==> config.mk <==
export PLATFORM = sky130hd
export DESIGN_NAME = tcce_sweep
export DESIGN_NICKNAME = d
export VERILOG_FILES = /design/src/rtl/tcce_pkg.sv /design/src/rtl/tcce_sweep.sv
export SDC_FILE = /design/constraint.sdc
export NUM_CORES = 1
export LEC_CHECK = 0
export BUFFER_PORTS_ARGS = -buffer_cell sky130_fd_sc_hd__buf_2
export CAP_MARGIN = 20
export CORE_ASPECT_RATIO = 0.9
export CORE_MARGIN = 4
export CORE_UTILIZATION = 41
export CTS_BUF_LIST = sky130_fd_sc_hd__clkbuf_8
export CTS_CLUSTER_DIAMETER = 80
export CTS_CLUSTER_SIZE = 10
export DETAILED_ROUTE_END_ITERATION = 16
export PLACE_DENSITY = 0.8
export SYNTH_ARGS = -nofsm -noshare
export SYNTH_HDL_FRONTEND = slang
export SYNTH_SLANG_ARGS = --single-unit
==> constraint.sdc <==
create_clock -name clock -period 1.4 [get_ports clock]
set_input_delay 0 -clock clock [delete_from_list [all_inputs] [get_ports clock]]
set_output_delay 0 -clock clock [all_outputs]
set_load 0.1 [all_outputs]
==> src/rtl/tcce_pkg.sv <==
// Shared constants, codes and types of the text console character engine.
package tcce_pkg;

   // Default screen geometry.
   localparam int COLUMNS_DEFAULT = 80;
   localparam int ROWS_DEFAULT    = 25;

   // Fixed field widths of the request and response channels.
   localparam int CMD_W    = 2;
   localparam int CHAR_W   = 8;
   localparam int INDEX_W  = 11;
   localparam int OFFSET_W = 11;
   localparam int ATTR_W   = 8;
   localparam int CELL_DW  = CHAR_W + ATTR_W;

   // Attribute register value after reset.
   localparam logic [ATTR_W-1:0] ATTR_RESET = 8'h0F;

   // Command codes.
   localparam logic [CMD_W-1:0] CMD_PUT   = 2'd0;
   localparam logic [CMD_W-1:0] CMD_READ  = 2'd1;
   localparam logic [CMD_W-1:0] CMD_CLEAR = 2'd2;

   // Control characters handled by put-character.
   localparam logic [CHAR_W-1:0] CHAR_BS  = 8'h08;
   localparam logic [CHAR_W-1:0] CHAR_TAB = 8'h09;
   localparam logic [CHAR_W-1:0] CHAR_LF  = 8'h0A;
   localparam logic [CHAR_W-1:0] CHAR_CR  = 8'h0D;

   // Sequencer states.
   typedef enum logic [2:0] {
      ST_INIT,
      ST_IDLE,
      ST_READ,
      ST_BKSP,
      ST_SCROLL,
      ST_CLEAR,
      ST_DONE
   } state_type;

   // Commands to the address sweep counter.
   typedef struct packed {
      logic clear;
      logic step;
   } sweep_ctrl_type;

   // Status from the address sweep counter.
   typedef struct packed {
      logic last;
      logic copy;
   } sweep_status_type;

endpackage

==> src/rtl/tcce_sweep.sv <==
// Address sweep counter shared by the reset clear, screen clear and scroll passes.
module tcce_sweep #(
   parameter int COLUMNS = 80,
   parameter int ROWS    = 25,
   parameter int CELL_W  = 11
) (
   input  logic                       clock,
   input  logic                       reset,
   input  tcce_pkg::sweep_ctrl_type   ctrl,
   input  logic [CELL_W-1:0]          limit,
   output logic [CELL_W-1:0]          count,
   output logic [CELL_W-1:0]          ahead,
   output tcce_pkg::sweep_status_type status
);
   import tcce_pkg::*;

   // Cells that a scroll copies from the row below; the rest of the pass blanks.
   localparam int COPY_CELLS = (ROWS - 2) * COLUMNS;

   logic [CELL_W-1:0] count_ff;
   logic [CELL_W-1:0] count_in;

   // Counter update.
   always_comb begin
      count_in = count_ff;
      if (ctrl.clear) begin
         count_in = '0;
      end else if (ctrl.step) begin
         count_in = count_ff + CELL_W'(1);
      end
   end

   always_ff @(posedge clock) begin
      if (reset) begin
         count_ff <= '0;
      end else begin
         count_ff <= count_in;
      end
   end

   // Source address one row ahead, end compare and copy phase.
   assign count       = count_ff;
   assign ahead       = count_ff + CELL_W'(COLUMNS);
   assign status.last = (count_ff == limit);
   assign status.copy = ({1'b0, count_ff} < (CELL_W+1)'(COPY_CELLS));

endmodule

==> results of run 1 <==
[metrics by stage]
step                       util  setup TNS, ns  setup slack (ns)  hold slack (ns)
after floorplan               -          -1.78            -0.358            0.142
after global placement    0.743              0            0.0278            0.238
after detailed placement  0.743       -0.00556          -0.00556            0.244
after CTS                 0.832        -0.0188          -0.00919          0.00325
[cell families after synthesis]
| kind of cell | share of synthesized area |
|---|---|
| AND/OR/NAND/NOR | 0.223 |
| flip-flops | 0.297 |
| buffers and inverters | 0.0809 |
| XOR/XNOR | 0.224 |
| adder cells (fa/ha/maj) | 0.0337 |
| AO/OA/AOI/OAI | 0.128 |
| multiplexers | 0.0135 |
[Yosys cell counts, types with 2 or more instances]
cell     count  area share
nor2_1       8       0.040
o21ai_0      3       0.020
inv_1        3       0.015
buf_2        3       0.020
nor3_1       2       0.013
or4_1        3       0.030
nand4_1      3       0.025
a21oi_1      7       0.047
xor2_1       3       0.035
nand2_1      5       0.025
buf_4        4       0.040
nand3_1      3       0.020
o21a_1       2       0.020
dfxtp_1     11        0.30
nand4_2      2       0.034
xnor2_1     16        0.19
or3_1        2       0.017
o31ai_1      3       0.030
or2_2        2       0.017
ha_1         2       0.034
[timing repair]
item,in CTS
setup buffers,8
resized for setup,9
hold buffers,1
setup endpoints to repair,4
hold endpoints to repair,1
pin swaps,6
==> qor.yml, run 1 <==
gp_routability_congestion: 0.803
synth_cells: 90
dpl_cell_area_mm2: 0.00126
grt_max_degree: 11
yosysUniqueCellTypes: 23
async_flop_share: 0
clockBufferDepth: 2
ios: 39
syn_nets: 107
hpwl_um: 1780
synth.avg_cell_area_um2: 8.24
dpl.cell_count: 149
die_w_um: 52.8
start_util: 0.437
portBuffers: 38
numCtsBuffers: 3
antenna_found_initial: 0
netlist_area_um2: 742
endpoint_type: "output port"
ys_seq_area_frac: 0.297
clock_sinks: 11
status: "aborted with a tool error"
crit_endpoint: "ahead[10]"
htreeDepth: 1
ys_ff_latch: 11
ys_warn_count: 0
die_y_um: 48.4
stop_stage: "global routing (5_1_grt)"
firstError: "[ERROR DPL-0033] detailed placement checks failed during check placement."
rows: 14
synth_flop_cell: "dfxtp_1"
synth_edf_count: 0
cts_root_buf: "clkbuf_8"
==> inputs of run 2 (changes only) <==
==> config.mk (replaced) <==
export PLATFORM = sky130hd
export DESIGN_NAME = tcce_sweep
export DESIGN_NICKNAME = d
export VERILOG_FILES = /design/src/rtl/tcce_pkg.sv /design/src/rtl/tcce_sweep.sv
export SDC_FILE = /design/constraint.sdc
export NUM_CORES = 1
export LEC_CHECK = 0
export BUFFER_PORTS_ARGS = -buffer_cell sky130_fd_sc_hd__buf_2
export CAP_MARGIN = 20
export CORE_AREA = 4 4 65 67
export DETAILED_ROUTE_END_ITERATION = 16
export DIE_AREA = 0 0 69 71
export PLACE_DENSITY_LB_ADDON = 0.15
export SYNTH_ARGS = -nofsm -noshare
export SYNTH_HDL_FRONTEND = slang
export SYNTH_SLANG_ARGS = --single-unit
==> constraint.sdc (replaced) <==
create_clock -name clock -period 1.82 [get_ports clock]
set_input_delay 0 -clock clock [delete_from_list [all_inputs] [get_ports clock]]
set_output_delay 0 -clock clock [all_outputs]
set_load 0.1 [all_outputs]
==> qor.yml, run 2 <==
wl_per_cell_um: 12.1
post-cts-setup-buffer-count: 0  # was 8
dpl_cell_area_mm2: 0.00113  # was 0.00126 mm2
antenna_found_initial: 0
slew_viol_final: 0
overflow: 0
path_clk_slew_ns: 0.05
final_common_cell: "buf_2"
cts_tree: "yes"
worstPathArrival_ns: 1.63
ios: 39  # unchanged
worstMarginPinSlew_ns: 0.492
final_core_util: 0.326
max_freq_ghz: 0.613
vdd.ir_drop.worst_mv: 0.265
hp-start: "ctrl[1]"
pwr_density_cell_mw_per_mm2: 461
min_path_type: "input pin to register"
dieArea_mm2: 0.00490
diodes: 0
drive_above_1_share: 0.504
drtIter0Drc: 23
htreeDepth: 1  # unchanged
postRouteAntennaNets: 0
hpwl_um: 1690  # was 1780 um
grt_max_degree: 11
whs_path_depth: 3
timing.final.hold_violations: 0
leakage_nw: 0.492
grt_pass1_wl_um: 3690
clockBufferDepth: 2  # unchanged
path_max_fanout: 7
yosys.area.top_type: "dfxtp_1"  # unchanged
routed_wl_um: 2120
clock_latency_ns: 0.23
numCtsBuffers: 3  # unchanged
gp_routability_congestion: 0.674  # was 0.803
finClkSkew_ns: 0.000233
whs_endpoint: "count[7]"
synth.avg_cell_area_um2: 8.24  # unchanged
drv_cap: 0
status: "finished, final reports clean"  # was aborted with a tool error
drt_drc_violations_left: 0
ys_seq_area_frac: 0.297  # unchanged
regToRegSetupSlack_ns: 0.31
synth_commonest_cells: "16 x xnor2_1, 11 x dfxtp_1, 8 x nor2_1, 7 x a21oi_1, 5 x nand2_1"  # unchanged
post-route-cell-area_mm2: 0.00118
yosysUniqueCellTypes: 23  # unchanged
worstPathRequired_ns: 1.82
largest_reg_flops: 11
setup_viol: 0
start_util: 0.204  # was 0.437
min_period_ns: 1.63
ys_ff_latch: 11  # unchanged
synth_top_area_share: 0.297  # unchanged
r2r_start: "count[0]"
syn_to_final_growth_pct: 59.5
num-nets-final: 145
final_cell_mix: "35 x buf_2, 13 x xnor2_1, 8 x nor2_1, 7 x a21oi_1, 7 x dfxtp_4"
drt_pass1_iterations: 4
startpoint_type: "register"
fp.coreArea_mm2: 0.00363
async_flop_share: 0  # unchanged
crit_path_end_kind: "primary output"
yosys-top-cells-area: "dfxtp_1 30%, xnor2_1 19%, a21oi_1 4.7%, buf_4 4.0%, nor2_1 4.0%"  # unchanged
ys_warn_count: 0  # unchanged
viasPerCell: 4.29
rows: 22  # was 14
vias: 751
grt_pass1_vias: 769
die_w_um: 69  # was 52.8 um
clock_sinks: 11  # unchanged
globalRouteTotalUtil: 0.0944
synth_cells: 90  # unchanged
syn_nets: 107  # unchanged
die_y_um: 71  # was 48.4 um
rsz0062_at_grt: "no"
portBuffers: 38  # unchanged
maxSlewHeadroom: 0.674
netlist_area_um2: 742  # unchanged
fin_crit_sh: 0.896
yosysMostFrequentCell: "xnor2_1"  # unchanged
reg2reg_depth: 4
synth_edf_count: 0  # unchanged
synth_flop_cell: "dfxtp_1"  # unchanged
r2r-end: "count[8]"
cts_root_buf: "clkbuf_8"  # unchanged
path_class: "register to primary output"
[run 2: cell counts after synthesis]
No cell type changed its count.
[run 2: repair_timing]
item                                    4_1_cts  5_1_grt
hold buffers                                  1        0
endpoints found under the setup margin        0        0
endpoints found under the hold margin         1        0
gates resized for setup                       0        0
[run 2: logic make-up (layout without fill, tap and decap cells)]
logic type,Yosys count,after routing,share of synthesized area
adder cells (fa/ha/maj),2,2,0.0337
AND/OR/NAND/NOR,30,30,0.223
multiplexers,1,1,0.0135
flip-flops,11,11,0.297
AO/OA/AOI/OAI,16,16,0.128
XOR/XNOR,19,19,0.224
buffers and inverters,11,48,0.0809
[run 2: worst max path at each step]
stage / start / endpoint
after floorplan: count[7] / status[1]
final: count[4] / ahead[10]
after global placement: count[0] / count[10]
after CTS: count[7] / status[1]
after global routing: count[4] / ahead[10]
after detailed placement: count[0] / count[8]
[run 2: area by class of cell]
class                           count  area [um2]
Clock buffer                        4        45.0
Fill cell                         399        2450
Inverter                            3        11.3
Multi-Input combinational cell     68         556
Sequential cell                    11         251
Tap cell                           48        60.1
Timing Repair Buffer               41         260
[run 2: per-layer routing]
layer	up-vias	global-route usage	share of wire
li1	377	-	-
met2	24	0.155	0.46
met5	-	0	0
met4	0	0.0456	0.0066
met1	348	0.112	0.47
met3	2	0.0298	0.063
[run 2: worst max-delay path, stage by stage, from the launching register on]
cell and delay (ns):
dfxtp_4 0.38, ha_1 0.30, nor2_1 0.07, nor2_1 0.27, xor2_4 0.19, buf_12 0.19
[run 2: metrics by stage]
step           hold slack (ns)  instances  TNS (ns)  total power, W  setup WS (ns)
2_1_floorplan            0.142         90   -0.0651        0.000289        -0.0651
3_3_place_gp             0.238        170         0        0.000313          0.392
3_5_place_dp             0.246        170         0        0.000313          0.304
4_1_cts                0.00228        175         0        0.000559          0.172
5_1_grt                0.00930        175         0        0.000587         0.0684
6_report               0.00455        175         0        0.000546          0.190
[run 2: power by group]
group	switching (W)	internal (W)	total [W]
Clock	0.0000842	0.000153	0.000237
Sequential	0.00000293	0.000234	0.000237
Combinational	0.0000441	0.0000281	0.0000722
Power figures use the tool's default switching activity.
==> inputs of run 3 (changes only) <==
--- a/config.mk
+++ b/config.mk
@@ -5,11 +5,11 @@
 export SDC_FILE = /design/constraint.sdc
 export NUM_CORES = 1
 export LEC_CHECK = 0
-export BUFFER_PORTS_ARGS = -buffer_cell sky130_fd_sc_hd__buf_2
 export CAP_MARGIN = 20
 export CORE_AREA = 4 4 65 67
 export DETAILED_ROUTE_END_ITERATION = 16
 export DIE_AREA = 0 0 69 71
+export DONT_BUFFER_PORTS = 1
 export PLACE_DENSITY_LB_ADDON = 0.15
 export SYNTH_ARGS = -nofsm -noshare
 export SYNTH_HDL_FRONTEND = slang
==> qor.yml, run 3 (synthesis gave the netlist of run 2 again) <==
max_freq_ghz: 0.610  # was 0.613 GHz
finalPower_w: 0.000538  # was 0.000546 W
cts_tree: "yes"  # unchanged
vias: 698  # was 751
pwr_density_cell_mw_per_mm2: 455  # was 461 mW/mm2
dieArea_mm2: 0.00490  # unchanged
clock_latency_ns: 0.23  # about the same
fp.coreArea_mm2: 0.00363  # unchanged
pre_cts_slack_ns: 0.314  # was 0.304 ns
final_cell_mix: "17 x buf_4, 13 x xnor2_1, 8 x nor2_1, 7 x a21oi_1, 7 x dfxtp_4"  # was 35 x buf_2, 13 x xnor2_1, 8 x nor2_1, 7 x a21oi_1, 7 x dfxtp_4
post-cts-setup-buffer-count: 0  # unchanged
cts_root_buf: "clkbuf_8"  # unchanged
worstPathRequired_ns: 1.82  # about the same
globalRouteTotalUtil: 0.0907  # was 0.0944
gp_routability_congestion: 0.723  # was 0.674
clockBufferDepth: 2  # unchanged
viasPerCell: 4.39  # was 4.29
drive_above_1_share: 0.414  # was 0.504
leakage_nw: 0.438  # was 0.492 nW
timing.setup.tns_ns: 0  # unchanged
timing.final.hold_violations: 0  # unchanged
largest_reg_flops: 11  # unchanged
grt_use_met3: 0.0298  # unchanged
die_y_um: 71  # unchanged
hpwl_um: 1820  # was 1690 um
rsz0062_at_grt: "no"  # unchanged
path_max_fanout: 7  # unchanged
vdd.ir_drop.worst_mv: 0.323  # was 0.265 mV
finClkSkew_ns: 0.00398  # was 0.000233 ns
min_path_type: "input pin to register"  # unchanged
use_met2: 0.158  # was 0.155
cts_resized: 0  # unchanged
final_core_util: 0.325  # was 0.326
die_w_um: 69  # unchanged
start_util: 0.204  # unchanged
grt_max_degree: 11  # unchanged
crit_path_end_kind: "primary output"  # unchanged
grt.met1_usage: 0.104  # was 0.112
setup_ws_ns: 0.181  # was 0.190 ns
drt_pass1_iterations: 4  # unchanged
syn_to_final_growth_pct: 59.2  # was 59.5%
htreeDepth: 1  # unchanged
grt_pass1_vias: 706  # was 769
min_period_ns: 1.64  # was 1.63 ns
routed_wl_um: 2200  # was 2120 um
grt_pass1_wl_um: 3620  # was 3690 um
top_usage_layer: "met2"  # unchanged
fin_crit_sh: 0.900  # was 0.896
drtIter0Drc: 11  # was 23
diodes: 0  # unchanged
slew_viol_final: 0  # unchanged
ios: 39  # unchanged
clock_sinks: 11  # unchanged
wl_per_cell_um: 13.9  # was 12.1 um
worstMarginPinSlew_ns: 0.565  # was 0.492 ns
overflow: 0  # unchanged
status: "finished, final reports clean"  # unchanged
maxSlewHeadroom: 0.623  # was 0.674
antenna_found_initial: 0  # unchanged
path_class: "register to primary output"  # unchanged
setup_viol: 0  # unchanged
final_common_cell: "buf_4"  # was buf_2
rows: 22  # unchanged
startpoint_type: "register"  # unchanged
whs_ns: 0.0727  # was 0.00455 ns
num-nets-final: 129  # was 145
path_clk_slew_ns: 0.05  # about the same
numCtsBuffers: 3  # unchanged
drt_drc_violations_left: 0  # unchanged
worstPathArrival_ns: 1.64  # was 1.63 ns
portBuffers: 0  # was 38
postRouteAntennaNets: 0  # unchanged
drv_cap: 0  # unchanged
[run 3: path summary, 6_finish.rpt]
kind,start,end,slack (ns),depth (start not counted)
setup / recovery,count[5],ahead[10],0.18,5
hold / removal,ctrl[0],count[4],0.07,3
setup reg to reg,count[0],count[10],0.31,4
hold reg to reg,count[10],count[10],0.52,2
[run 3: critical path, cell delays in order (launching register included)]
cell	delay [ns]
dfxtp_4	0.38
ha_1	0.30
nor2_1	0.07
nor2_1	0.28
xor2_4	0.19
buf_12	0.19
[run 3: power breakdown]
part	leakage, nW	total, W	internal, W	switching, W
Combinational	0.319	0.0000588	0.0000208	0.0000380
Clock	0.0228	0.000243	0.000154	0.0000894
Sequential	0.0964	0.000236	0.000233	0.00000221
Total	0.438	0.000538	0.000408	0.000130
[run 3: final cells by class]
class / instances / area (um2)
sequential: 11 / 251
clock buffer: 4 / 45.0
timing repair buffer: 25 / 258
fill: 400 / 2450
tap: 48 / 60.1
multi-input combinational: 68 / 556
inverter: 3 / 11.3
[run 3: repair_timing]
action | in CTS | in global routing
hold buffers | 3 | 0
endpoints found under the setup margin | 0 | 0
hold endpoints to repair | 4 | 0
[run 3: per-stage QoR]
stage,cell area [um2],std cells
after global placement,1110,152
after floorplan,867,90
after global routing,1180,159
after CTS,1180,159
final,1180,159
after detailed placement,1110,152
[run 3: per-layer routing]
layer / share of wire / wire length [um] / vias to the layer above
met5: 0 / 0 / -
met4: 0.0036 / 8 / 0
met3: 0.078 / 172 / 2
met2: 0.48 / 1070 / 27
met1: 0.43 / 956 / 318
li1: - / - / 351
==> inputs of run 4 (changes only) <==
--- a/config.mk
+++ b/config.mk
@@ -10,7 +10,6 @@
 export DETAILED_ROUTE_END_ITERATION = 16
 export DIE_AREA = 0 0 69 71
 export DONT_BUFFER_PORTS = 1
-export PLACE_DENSITY_LB_ADDON = 0.15
 export SYNTH_ARGS = -nofsm -noshare
 export SYNTH_HDL_FRONTEND = slang
 export SYNTH_SLANG_ARGS = --single-unit
==> constraint.sdc (replaced) <==
create_clock -name clock -period 1.45 [get_ports clock]
set_input_delay 0 -clock clock [delete_from_list [all_inputs] [get_ports clock]]
set_output_delay 0 -clock clock [all_outputs]
set_load 0.1 [all_outputs]
==> qor.yml, run 4 (synthesis gave the netlist of run 2 again) <==
status: "finished, final reports clean"  # unchanged
worstPathArrival_ns: 1.41  # was 1.64 ns
viasPerCell: 4.51  # was 4.39
leakage_nw: 0.559  # was 0.438 nW
final_common_cell: "buf_4"  # unchanged
vias: 772  # was 698
switching_share: 0.252  # was 0.241
drv_cap: 0  # unchanged
grt_pass1_vias: 840  # was 706
path_max_fanout: 4  # was 7
finalPower_w: 0.000693  # was 0.000538 W
grt_max_degree: 11  # unchanged
pwr-share-clk: 0.452  # about the same
clock_latency_ns: 0.24  # was 0.23 ns
overflow: 0  # unchanged
postRouteAntennaNets: 0  # unchanged
htreeDepth: 1  # unchanged
slew_viol_final: 0  # unchanged
rsz0062_at_grt: "yes"  # was no
path_class: "register to primary output"  # unchanged
globalRouteTotalUtil: 0.108  # was 0.0907
startpoint_type: "register"  # unchanged
worstPathRequired_ns: 1.45  # was 1.82 ns
start_util: 0.204  # unchanged
worstMarginPinSlew_ns: 0.563  # was 0.565 ns
timing.setup.tns_ns: 0  # unchanged
crit_path_end_kind: "primary output"  # unchanged
drt_pass1_iterations: 3  # was 4
ios: 39  # unchanged
timing.final.hold_violations: 0  # unchanged
antenna_found_initial: 0  # unchanged
fin_crit_sh: 0.975
min_period_ns: 1.41
seqPwrFrac: 0.416  # was 0.438
syn_to_final_growth_pct: 103  # was 59.2%
p_int_w: 0.000518  # was 0.000408 W
min_path_type: "input pin to register"  # unchanged
cts_tree: "yes"  # unchanged
wl_per_cell_um: 14.4  # was 13.9 um
pre_cts_slack_ns: -0.0156  # was 0.314 ns
post-route-cell-area_mm2: 0.00151  # was 0.00118 mm2
drtIter0Drc: 20  # was 11
grt_pass1_wl_um: 4250  # was 3620 um
pwr_density_cell_mw_per_mm2: 459  # was 455 mW/mm2
clockBufferDepth: 2  # unchanged
die_y_um: 71  # unchanged
dieArea_mm2: 0.00490  # unchanged
rows: 22  # unchanged
final_cell_mix: "22 x buf_4, 11 x dfxtp_4, 8 x buf_12, 6 x xnor2_1, 6 x xnor2_2"  # was 17 x buf_4, 13 x xnor2_1, 8 x nor2_1, 7 x a21oi_1, 7 x dfxtp_4
cts_root_buf: "clkbuf_8"  # unchanged
largest_reg_flops: 11  # unchanged
finClkSkew_ns: 0.00361  # was 0.00398 ns
die_w_um: 69  # unchanged
hpwl_um: 1880  # was 1820 um
dpl_cell_area_mm2: 0.00123  # was 0.00111 mm2
path_clk_slew_ns: 0.05  # about the same
vdd.ir_drop.worst_mv: 0.200  # was 0.323 mV
setup_ws_ns: 0.0357  # was 0.181 ns
numCtsBuffers: 3  # unchanged
portBuffers: 0  # unchanged
setup_viol: 0  # unchanged
p_switching_w: 0.000175  # was 0.000130 W
max_freq_ghz: 0.707
diodes: 0  # unchanged
drt_drc_violations_left: 0  # unchanged
combPwrFrac: 0.132  # was 0.109
routed_wl_um: 2460  # was 2200 um
fp.coreArea_mm2: 0.00363  # unchanged
drive_above_1_share: 0.626  # was 0.414
num-nets-final: 141  # was 129
maxSlewHeadroom: 0.625  # was 0.623
gp_routability_congestion: 0.795  # was 0.723
clock_sinks: 11  # unchanged
[run 4: cell count changes in the layout (fill, tap and decap cells not counted), moves of 4 or more]
cell     delta
xnor2_1     -7
dfxtp_2     -4
xnor2_2     +5
buf_4       +5
dfxtp_4     +4
[run 4: repair_timing]
action | in CTS | in global routing
endpoints found under the hold margin | 4 | 0
hold buffers | 3 | 0
resized for setup | 9 | 13
setup endpoints to repair | 6 | 6
buffers inserted | 6 | 4
pin swaps | 5 | 8
[run 4: worst paths after layout]
| check | cells past startpoint | start | end | slack (ns) |
|---|---|---|---|---|
| min reg2reg | 2 | count[10] | count[10] | 0.52 |
| max reg2reg | 4 | count[1] | count[10] | 0.06 |
| max | 6 | count[5] | ahead[10] | 0.04 |
| min | 3 | ctrl[0] | count[3] | 0.05 |
[run 4: layout make-up]
type | instances | area [um2]
inverters | 3 | 11.3
flip-flops and latches | 11 | 262
clock buffers | 4 | 45.0
fillers | 360 | 2120
well taps | 48 | 60.1
multi-input cells | 68 | 727
repair buffers | 37 | 404
[run 4: through the flow]
stage	util	std cells	hold slack, ns
after global placement	0.338	154	0.149
after detailed placement	0.338	154	0.159
after global routing	0.415	171	0.0651
final	0.415	171	0.0452
after CTS	0.384	167	0.00380
after floorplan	-	90	0.142
[run 4: power groups by stage]
stage	sequential (W)	clock (W)	combinational, W
after CTS	0.000287	0.000322	0.0000839
after detailed placement	0.000293	0	0.0000727
after global routing	0.000288	0.000343	0.0000978
final	0.000288	0.000313	0.0000918
after global placement	0.000293	0	0.0000711
after floorplan	0.000310	0	0.0000470
[run 4: per-layer routing]
metal	global-route usage	vias up	part of all wire	wire [um]
li1	-	379	-	-
met1	0.125	369	0.41	1010
met2	0.181	24	0.54	1320
met3	0.0384	0	0.055	136
met4	0.0412	0	0	0
met5	0	-	0	0
[run 4: worst max-delay path, cell delays in order, from the launching register on]
cell and delay [ns]:
dfxtp_4 0.38, ha_4 0.16, buf_6 0.11, nor2_4 0.04, nor2_4 0.12, xor2_4 0.18
buf_12 0.19
